$ cat config.mk
export PLATFORM = sky130hd
export DESIGN_NAME = radix_string_to_integer
export DESIGN_NICKNAME = d
export VERILOG_FILES = /design/src/sv/rsti_pkg.sv /design/src/sv/rsti_front.sv /design/src/sv/rsti_cmd_queue.sv /design/src/sv/rsti_back.sv /design/src/sv/radix_string_to_integer.sv
export SDC_FILE = /design/constraint.sdc
export NUM_CORES = 2
export LEC_CHECK = 0
export BUFFER_PORTS_ARGS = -buffer_cell sky130_fd_sc_hd__buf_4
export CORE_MARGIN = 2
export CORE_UTILIZATION = 45
export DETAILED_ROUTE_END_ITERATION = 8
export GPL_TIMING_DRIVEN = 0
export PLACE_DENSITY_LB_ADDON = 0.25
export SYNTH_ARGS = -nofsm -noshare
export SYNTH_HDL_FRONTEND = slang
export SYNTH_SLANG_ARGS = --single-unit
$ cat constraint.sdc
create_clock -name clk -period 17.5 [get_ports clk]
set_input_delay 3.5 -clock clk [delete_from_list [all_inputs] [get_ports clk]]
set_output_delay 3.5 -clock clk [all_outputs]
set_load 0.01 [all_outputs]
$ cat src/sv/rsti_pkg.sv
`default_nettype none
package rsti_pkg;

	localparam int MAX_RADIX  = 16;
	localparam int VALUE_BITS = 32;
	localparam int CHAR_W     = 8;
	localparam int RADIX_W    = 5;
	localparam int DIGIT_W    = $clog2(MAX_RADIX);
	localparam int CFG_DATA_W = 64;
	localparam int CFG_IDX_W  = 2;

	// register indexes on the config port
	localparam logic [CFG_IDX_W-1:0] CFG_RADIX_LENGTH  = 2'd0;
	localparam logic [CFG_IDX_W-1:0] CFG_ALPHABET_LOW  = 2'd1;
	localparam logic [CFG_IDX_W-1:0] CFG_ALPHABET_HIGH = 2'd2;

	localparam logic [RADIX_W-1:0]    RADIX_RESET      = 5'd10;
	localparam logic [CFG_DATA_W-1:0] ALPHA_LOW_RESET  = 64'd4050765991979987505;
	localparam logic [CFG_DATA_W-1:0] ALPHA_HIGH_RESET = 64'd14648;

	// character codes
	localparam logic [CHAR_W-1:0] CH_NUL   = 8'h00;
	localparam logic [CHAR_W-1:0] CH_TAB   = 8'h09;
	localparam logic [CHAR_W-1:0] CH_LF    = 8'h0A;
	localparam logic [CHAR_W-1:0] CH_VT    = 8'h0B;
	localparam logic [CHAR_W-1:0] CH_FF    = 8'h0C;
	localparam logic [CHAR_W-1:0] CH_CR    = 8'h0D;
	localparam logic [CHAR_W-1:0] CH_SPACE = 8'h20;
	localparam logic [CHAR_W-1:0] CH_PLUS  = 8'h2B;
	localparam logic [CHAR_W-1:0] CH_MINUS = 8'h2D;

	// back end operations
	localparam logic [1:0] OP_NONE  = 2'd0;
	localparam logic [1:0] OP_NEG   = 2'd1;
	localparam logic [1:0] OP_DIGIT = 2'd2;

	localparam int CMD_DEPTH = 4;
	localparam int CMD_PTR_W = $clog2(CMD_DEPTH);
	localparam int OUT_DEPTH = 2;
	localparam int OUT_PTR_W = $clog2(OUT_DEPTH);

	typedef struct packed {
		logic [CHAR_W-1:0] text_char;
		logic              end_of_text;
	} item_t;

	typedef struct packed {
		logic [VALUE_BITS-1:0] number_value;
		logic                  alphabet_valid;
	} result_t;

	typedef struct packed {
		logic [1:0]         op;
		logic [DIGIT_W-1:0] digit;
		logic [RADIX_W-1:0] radix;
		logic               last;
		logic               ok;
	} cmd_t;

endpackage
`default_nettype wire

$ cat src/sv/rsti_front.sv
`default_nettype none
module rsti_front import rsti_pkg::*; (
	input  wire logic                  clk,
	input  wire logic                  arst_n,
	input  wire logic                  cfg_valid,
	output      logic                  cfg_ready,
	input  wire logic [CFG_IDX_W-1:0]  cfg_index,
	input  wire logic [CFG_DATA_W-1:0] cfg_data,
	input  wire logic                  take,
	input  wire item_t                 item,
	output      logic                  cmd_push,
	output      cmd_t                  cmd
);

	localparam logic [1:0] PH_SPACE = 2'd0;
	localparam logic [1:0] PH_SIGN  = 2'd1;
	localparam logic [1:0] PH_DIGIT = 2'd2;
	localparam logic [1:0] PH_DONE  = 2'd3;

	logic [RADIX_W-1:0]      radix_q;
	logic [CFG_DATA_W-1:0]   alpha_lo_q;
	logic [CFG_DATA_W-1:0]   alpha_hi_q;
	logic [1:0]              phase_q;
	logic [1:0]              phase_n;
	logic [2*CFG_DATA_W-1:0] alpha_word;
	logic [CHAR_W-1:0]       alpha [MAX_RADIX];
	logic [RADIX_W-1:0]      n_used;
	logic [MAX_RADIX-1:0]    hit;
	logic [DIGIT_W-1:0]      digit;
	logic                    is_digit;
	logic                    is_space;
	logic                    is_sign;
	logic                    bad;
	logic                    ok;
	logic [1:0]              op;

	assign cfg_ready = 1'b1;

	always_ff @(posedge clk or negedge arst_n) begin
		if (!arst_n) begin
			radix_q    <= RADIX_RESET;
			alpha_lo_q <= ALPHA_LOW_RESET;
			alpha_hi_q <= ALPHA_HIGH_RESET;
		end else if (cfg_valid) begin
			case (cfg_index)
				CFG_RADIX_LENGTH:  radix_q    <= cfg_data[RADIX_W-1:0];
				CFG_ALPHABET_LOW:  alpha_lo_q <= cfg_data;
				CFG_ALPHABET_HIGH: alpha_hi_q <= cfg_data;
				default: ;
			endcase
		end
	end

	assign alpha_word = {alpha_hi_q, alpha_lo_q};
	assign n_used     = (radix_q > RADIX_W'(MAX_RADIX)) ? RADIX_W'(MAX_RADIX) : radix_q;

	// parallel match against every alphabet slot, lowest slot wins
	always_comb begin
		digit = '0;
		for (int i = 0; i < MAX_RADIX; i++) begin
			alpha[i] = alpha_word[i*CHAR_W +: CHAR_W];
			hit[i]   = (alpha[i] == item.text_char) && (RADIX_W'(i) < n_used);
		end
		for (int i = MAX_RADIX - 1; i >= 0; i--) begin
			if (hit[i])
				digit = DIGIT_W'(i);
		end
	end

	assign is_digit = |hit;
	assign is_space = (item.text_char inside {CH_TAB, CH_LF, CH_VT, CH_FF, CH_SPACE});
	assign is_sign  = (item.text_char inside {CH_PLUS, CH_MINUS});

	// radix range and alphabet check: forbidden characters and pairwise duplicates
	always_comb begin
		bad = (radix_q < RADIX_W'(2)) || (radix_q > RADIX_W'(MAX_RADIX));
		for (int a = 0; a < MAX_RADIX; a++) begin
			if (RADIX_W'(a) < n_used) begin
				if (alpha[a] inside {CH_NUL, CH_TAB, CH_LF, CH_VT, CH_FF, CH_CR, CH_SPACE,
						CH_PLUS, CH_MINUS})
					bad = 1'b1;
				for (int b = a + 1; b < MAX_RADIX; b++) begin
					if ((RADIX_W'(b) < n_used) && (alpha[b] == alpha[a]))
						bad = 1'b1;
				end
			end
		end
		ok = !bad;
	end

	always_comb begin
		op      = OP_NONE;
		phase_n = phase_q;
		if (phase_q == PH_SPACE && is_space) begin
			phase_n = PH_SPACE;
		end else if ((phase_q == PH_SPACE || phase_q == PH_SIGN) && is_sign) begin
			phase_n = PH_SIGN;
			if (item.text_char == CH_MINUS)
				op = OP_NEG;
		end else if (phase_q != PH_DONE && is_digit) begin
			phase_n = PH_DIGIT;
			op      = OP_DIGIT;
		end else begin
			phase_n = PH_DONE;
		end
		if (item.end_of_text)
			phase_n = PH_SPACE;
	end

	always_ff @(posedge clk or negedge arst_n) begin
		if (!arst_n) begin
			phase_q <= PH_SPACE;
		end else if (take) begin
			phase_q <= phase_n;
		end
	end

	// words with nothing to do are dropped here
	assign cmd_push  = take && (op != OP_NONE || item.end_of_text);
	assign cmd.op    = op;
	assign cmd.digit = digit;
	assign cmd.radix = radix_q;
	assign cmd.last  = item.end_of_text;
	assign cmd.ok    = ok;

endmodule
`default_nettype wire

$ cat src/sv/rsti_cmd_queue.sv
`default_nettype none
module rsti_cmd_queue import rsti_pkg::*; (
	input  wire logic clk,
	input  wire logic arst_n,
	input  wire logic wr,
	input  wire cmd_t din,
	output      logic full,
	input  wire logic rd,
	output      cmd_t dout,
	output      logic empty
);

	cmd_t                 slot_q [CMD_DEPTH];
	logic [CMD_PTR_W-1:0] wr_ptr_q;
	logic [CMD_PTR_W-1:0] rd_ptr_q;
	logic [CMD_PTR_W:0]   cnt_q;

	assign full  = (cnt_q == (CMD_PTR_W+1)'(CMD_DEPTH));
	assign empty = (cnt_q == '0);
	assign dout  = slot_q[rd_ptr_q];

	always_ff @(posedge clk) begin
		if (wr)
			slot_q[wr_ptr_q] <= din;
	end

	always_ff @(posedge clk or negedge arst_n) begin
		if (!arst_n) begin
			wr_ptr_q <= '0;
			rd_ptr_q <= '0;
			cnt_q    <= '0;
		end else begin
			if (wr)
				wr_ptr_q <= wr_ptr_q + 1'b1;
			if (rd)
				rd_ptr_q <= rd_ptr_q + 1'b1;
			if (wr && !rd)
				cnt_q <= cnt_q + 1'b1;
			else if (rd && !wr)
				cnt_q <= cnt_q - 1'b1;
		end
	end

endmodule
`default_nettype wire

$ cat src/sv/rsti_back.sv
`default_nettype none
module rsti_back import rsti_pkg::*; (
	input  wire logic    clk,
	input  wire logic    arst_n,
	input  wire logic    cmd_valid,
	input  wire cmd_t    cmd,
	output      logic    cmd_pop,
	output      result_t result,
	output      logic    empty,
	input  wire logic    pop
);

	logic [VALUE_BITS-1:0] acc_q;
	logic                  neg_q;
	logic [VALUE_BITS-1:0] acc_n;
	logic                  neg_n;
	logic [VALUE_BITS-1:0] prod;
	logic                  v_s2;
	logic [VALUE_BITS-1:0] acc_s2;
	logic                  neg_s2;
	logic                  ok_s2;
	logic                  s2_adv;
	logic                  deq;
	result_t               res_s2;
	result_t               out_q [OUT_DEPTH];
	logic [OUT_PTR_W-1:0]  out_wr_q;
	logic [OUT_PTR_W-1:0]  out_rd_q;
	logic [OUT_PTR_W:0]    out_cnt_q;

	// stage 1: multiply-add or sign flip
	assign prod = acc_q * VALUE_BITS'(cmd.radix);

	always_comb begin
		acc_n = acc_q;
		neg_n = neg_q;
		case (cmd.op)
			OP_DIGIT: acc_n = prod + VALUE_BITS'(cmd.digit);
			OP_NEG:   neg_n = !neg_q;
			default: ;
		endcase
	end

	assign s2_adv  = v_s2 && (out_cnt_q != (OUT_PTR_W+1)'(OUT_DEPTH));
	assign cmd_pop = cmd_valid && (!cmd.last || !v_s2 || s2_adv);

	always_ff @(posedge clk or negedge arst_n) begin
		if (!arst_n) begin
			acc_q <= '0;
			neg_q <= 1'b0;
			v_s2  <= 1'b0;
		end else begin
			if (cmd_pop) begin
				if (cmd.last) begin
					acc_q <= '0;
					neg_q <= 1'b0;
				end else begin
					acc_q <= acc_n;
					neg_q <= neg_n;
				end
			end
			if (cmd_pop && cmd.last)
				v_s2 <= 1'b1;
			else if (s2_adv)
				v_s2 <= 1'b0;
		end
	end

	always_ff @(posedge clk) begin
		if (cmd_pop && cmd.last) begin
			acc_s2 <= acc_n;
			neg_s2 <= neg_n;
			ok_s2  <= cmd.ok;
		end
	end

	// stage 2: apply sign, zero on a bad alphabet
	assign res_s2.number_value   = !ok_s2 ? '0 : (neg_s2 ? (~acc_s2 + 1'b1) : acc_s2);
	assign res_s2.alphabet_valid = ok_s2;

	assign deq    = pop && !empty;
	assign empty  = (out_cnt_q == '0);
	assign result = out_q[out_rd_q];

	always_ff @(posedge clk) begin
		if (s2_adv)
			out_q[out_wr_q] <= res_s2;
	end

	always_ff @(posedge clk or negedge arst_n) begin
		if (!arst_n) begin
			out_wr_q  <= '0;
			out_rd_q  <= '0;
			out_cnt_q <= '0;
		end else begin
			if (s2_adv)
				out_wr_q <= out_wr_q + 1'b1;
			if (deq)
				out_rd_q <= out_rd_q + 1'b1;
			if (s2_adv && !deq)
				out_cnt_q <= out_cnt_q + 1'b1;
			else if (deq && !s2_adv)
				out_cnt_q <= out_cnt_q - 1'b1;
		end
	end

endmodule
`default_nettype wire

$ cat src/sv/radix_string_to_integer.sv
`default_nettype none
// Channel   Handshake             Word                      Direction
// item      push / full           item_t   (char, last)     in
// result    empty / pop           result_t (value, valid)   out
// config    cfg_valid / cfg_ready cfg_index, cfg_data       in
//
// One character word a cycle while full is low; full rises only when the command
// queue between front and back holds four words.
// The last character's word passes the command queue, the multiply-add
// stage and the sign stage before its result enters the result queue.
// arst_n clears parser phase, accumulator, queues; config returns to radix
// ten with the reset alphabet, which repeats a character and so reads as
// invalid until rewritten. cfg_ready is always high.
// A stalled result side fills the two-word result queue, then the command
// queue, then raises full.
module radix_string_to_integer import rsti_pkg::*; (
	input  wire logic                  clk,
	input  wire logic                  arst_n,
	input  wire logic                  push,
	output      logic                  full,
	input  wire item_t                 item,
	output      logic                  empty,
	input  wire logic                  pop,
	output      result_t               result,
	input  wire logic                  cfg_valid,
	output      logic                  cfg_ready,
	input  wire logic [CFG_IDX_W-1:0]  cfg_index,
	input  wire logic [CFG_DATA_W-1:0] cfg_data
);

	logic take;
	logic cmd_push;
	cmd_t cmd_in;
	cmd_t cmd_out;
	logic cmd_empty;
	logic cmd_pop;

	// a word is taken whenever the command queue has room
	assign take = push && !full;

	// front: config registers, character classing, parse phase
	rsti_front u_front (
		.clk       (clk),
		.arst_n    (arst_n),
		.cfg_valid (cfg_valid),
		.cfg_ready (cfg_ready),
		.cfg_index (cfg_index),
		.cfg_data  (cfg_data),
		.take      (take),
		.item      (item),
		.cmd_push  (cmd_push),
		.cmd       (cmd_in)
	);

	// decoupling queue; carries the radix and alphabet check with each word
	rsti_cmd_queue u_queue (
		.clk    (clk),
		.arst_n (arst_n),
		.wr     (cmd_push),
		.din    (cmd_in),
		.full   (full),
		.rd     (cmd_pop),
		.dout   (cmd_out),
		.empty  (cmd_empty)
	);

	// back: accumulator, sign, result queue
	rsti_back u_back (
		.clk       (clk),
		.arst_n    (arst_n),
		.cmd_valid (!cmd_empty),
		.cmd       (cmd_out),
		.cmd_pop   (cmd_pop),
		.result    (result),
		.empty     (empty),
		.pop       (pop)
	);

endmodule
`default_nettype wire

==> impl_metrics.py <==
metrics = {
    "grt": {
        "first_global_vias": 27771,
        "grt_max_degree": 92,
        "grt.overflow.total": 0,
        "grt_first_pass_wirelength_um": 193000,
        "grt_use_total": 0.3553,
        "grt_antenna_before_repair": 4,
    },
    "clock_network": {
        "tritoncts": "built",
        "clk_pin_slew_ps": 60,
        "clk_path_buf_depth": 3,
        "cts_resized": 0,
        "h-tree-depth": 2,
        "post_cts_buffers": 0,
        "clock-sinks": 332,
        "ctsHoldBuffers": 0,
        "cts_root_buffer": "clkbuf_16",
        "clock_latency_ps": 640,
        "cts_buffers": 39,
    },
    "sta": {
        "min_period_ps": 7839,
        "worst_pin_slew_ps": 1561,
        "skew_ps": 63.07,
        "tns_ps": 0,
        "hold_violations": 0,
        "timing.fmax_mhz": 127.6,
        "rsz0062_at_grt": "false",
        "final_max_slew_viol_count": 11,
        "setup_violations": 0,
        "slew_headroom": -0.04045,
        "fin_crit_sh": 0.4479,
    },
    "route": {
        "drc_errors": 0,
        "antenna_left": 0,
        "dr.pass1.iters": 6,
        "routedWlPerCell_um": 29.32,
        "drt_iter0_drc": 3890,
        "viasPerCell": 6.227,
        "routed_wl_um": 135400,
        "vias": 28749,
    },
    "critical_path": {
        "crit_cells": 20,
        "crit_required_ps": 17810,
        "path_cells": "clkbuf_1 -> clkbuf_1 -> mux4_2 -> clkbuf_1 -> buf_1 -> nand2_1 -> fa_1 -> fa_1 -> inv_1 -> fa_1 -> ha_1 -> clkbuf_1 -> nand3_1 -> nor3_1 -> o21ai_0 -> a31oi_1 -> o41ai_1 -> o21ai_0 -> mux2i_1 -> a31oi_1",
        "r2r-start": "u_queue.rd_ptr_q[1]",
        "crit_fanout": 10,
        "slowest_delay_ps": 820,
        "critPathKind": "register to register",
        "r2r_end": "u_back.acc_s2[31]",
        "cp-end-kind": "register",
        "reg2reg_slack_ps": 9660,
        "arrival_ps": 8150,
        "worst-path-buf-inv": 6,
        "crit_path_start_kind": "register",
        "critPathMostFrequentCell": "clkbuf_1",
        "reg2reg_depth": 20,
        "crit_family": "buffers and inverters",
        "slowest_stage": "nor3_1",
    },
    "worst_hold_path": {
        "worstHoldStart": "u_queue.cnt_q[2]",
        "hp-class": "register to register",
        "min_to": "u_queue.cnt_q[2]",
        "worstHoldPathCells": 1,
    },
    "die": {
        "core_area_um2": 71850,
        "die-area_um2": 75030,
        "row_count": 98,
        "start_util": 0.4563,
        "pin_count": 116,
        "die_h_um": 273.9,
        "die_w_um": 273.9,
    },
    "final_layout": {
        "seq_area_um2": 9116,
        "multi_input_area_um2": 21910,
        "syn2layout_area_growth_pct": 10.38,
        "nets": 3873,
        "nFillCells": 6805,
        "drive_above_1_share": 0.1258,
    },
    "yosys": {
        "synth_top_flop_cell": "edfxtp_1",
        "yosysWarnings": 0,
        "synth_area_um2": 32780,
        "ys_ff_latch": 332,
        "synth_edf_count": 152,
        "synth-compound-area-share": 0.05507,
        "synth_xor_area_frac": 0.3145,
        "synthAdderAreaFrac": 0.07946,
        "synth_top_family_by_area": "XOR/XNOR gates",
        "synth_mux_area_frac": 0.06912,
        "postSynthNetCount": 3719,
        "synthTopCellsByArea": "xnor2_1 20%, edfxtp_1 14%, xor2_1 11%",
        "synth_top_area_cell": "xnor2_1",
        "ys_seq_area_frac": 0.2781,
        "synth-async-reset-ratio": 0.5422,
        "syn_inst": 3483,
        "yosys.area_share.simple": 0.1496,
        "avgSynthCellArea_um2": 9.413,
        "synth_cell_types": 72,
        "synth_top_area_frac": 0.2036,
    },
    "placement": {
        "dp_hpwl_um": 95360,
        "port_buffers": 109,
        "place_congestion": 1.088,
    },
    "pwr": {
        "leakage_uw": 0.01321,
        "peakVddDrop_mv": 0.1040,
        "p_total_uw": 5552,
        "powerDensity_nw_per_um2": 153.4,
    },
    "status": {
        "status": "complete, but fails checks",
        "violations": "max-capacitance violations, max-slew violations",
    },
    "job": {
        "cap_violations": 1,
    },
}
## layout make-up
class,count,area share
Antenna cell,2,0.0001383
Clock inverter,17,0.006466
Sequential cell,332,0.2519
Multi-Input combinational cell,2695,0.6056
Buffer,345,0.03751
Tap cell,950,0.03285
Timing Repair Buffer,113,0.02489
Clock buffer,52,0.02915
Inverter,111,0.01151
## worst reg2reg max path, cell delays in order, from the launching register on
cell,delay [ps]
dfrtp_1,320
clkbuf_1,360
clkbuf_1,550
mux4_2,440
clkbuf_1,680
buf_1,430
nand2_1,150
fa_1,510
fa_1,490
inv_1,50
fa_1,430
ha_1,280
clkbuf_1,300
nand3_1,150
nor3_1,820
o21ai_0,210
a31oi_1,500
o41ai_1,240
o21ai_0,260
mux2i_1,270
a31oi_1,120
## flip-flops by register name (all words and copies together), names as in the netlist
register,flops
u_front.alpha_lo_q,64
u_back.out_cnt_q,2
u_back.ok_s2,1
u_front.phase_q,2
u_back.out_rd_q,1
u_back.out_q,66
u_back.neg_s2,1
u_back.neg_q,1
u_queue.cnt_q,3
u_front.alpha_hi_q,64
u_back.out_wr_q,1
u_queue.rd_ptr_q,2
u_queue.wr_ptr_q,2
u_front.radix_q,5
u_back.acc_q,32
u_back.v_s2,1
u_queue.slot_q,52
u_back.acc_s2,32
## synthesized netlist by cell type, types with 26 or more instances
library cell / count
a21oi_1: 51
a31oi_1: 40
and2_1: 36
buf_1: 106
buf_2: 47
clkbuf_1: 191
dfrtp_1: 142
dfstp_2: 38
edfxtp_1: 152
fa_1: 87
ha_1: 69
inv_1: 111
mux2_2: 173
nand2_1: 203
nand2b_1: 26
nand3_1: 47
nand4_1: 183
nor2_1: 63
nor2b_1: 73
nor3_1: 85
nor4_1: 122
o21ai_0: 55
xnor2_1: 762
xor2_1: 410
## through the flow
| stage | hold slack [ps] | worst slack, ps | cells | util | instance area (um^2) |
|---|---|---|---|---|---|
| after floorplan | 456.5 | 11090 | 3483 | - | 32780 |
| after global placement | 473.3 | 9817 | 4542 | 0.4842 | 34790 |
| after detailed placement | 485.3 | 9767 | 4546 | 0.4856 | 34890 |
| after CTS | 497.1 | 9794 | 4615 | 0.5036 | 36180 |
| after global routing | 527.7 | 9246 | 4616 | 0.5036 | 36180 |
| final | 498.2 | 9661 | 4617 | 0.5036 | 36190 |
## where the power goes
part	switching (uW)	total, uW	internal (uW)
combinational	2140	3400	1260
sequential	160	1310	1150
clock	357	844	487
total	2660	5550	2900
## worst max-delay path by stage
| stage | startpoint | endpoint |
|---|---|---|
| 3_5_place_dp | u_queue.rd_ptr_q[1] | u_back.acc_s2[31] |
| 2_1_floorplan | item[5] | u_queue.cnt_q[2] |
| 3_3_place_gp | u_queue.rd_ptr_q[1] | u_back.acc_s2[31] |
| 4_1_cts | u_queue.rd_ptr_q[1] | u_back.acc_s2[31] |
| 6_report | u_queue.rd_ptr_q[1] | u_back.acc_s2[31] |
| 5_1_grt | u_queue.rd_ptr_q[1] | u_back.acc_s2[29] |
## per-layer routing
layer	vias up	part of all wire	track usage
met5	-	0.00015	0
met2	2137	0.44	0.5548
li1	12111	-	-
met4	4	0.089	0.2607
met3	693	0.12	0.09852
met1	13804	0.35	0.4188
## cells by family after synthesis
family,after synthesis
compound gates,267
xor+xnor,1174
fa+ha+maj,156
buf+inv,456
flops,332
mux,191
other cells,1
simple gates,906
## layout by cell type (no fill, tap or decap), drive strengths merged, types with 15 or more instances in the layout
cell / count
xor2: 410
dfrtp: 142
clkbuf: 243
nor2: 63
ha: 69
nor4: 122
o21ai: 55
a21o: 18
xnor2: 762
buf: 267
fa: 87
nand3: 47
inv: 112
dfstp: 38
edfxtp: 152
nor3: 85
nand4: 183
nand2: 203
nor2b: 73
a31oi: 42
or3: 21
o31ai: 19
a22o: 15
and2: 36
a21oi: 51
nand2b: 26
mux2: 173
(Power assumes the default switching activity.)
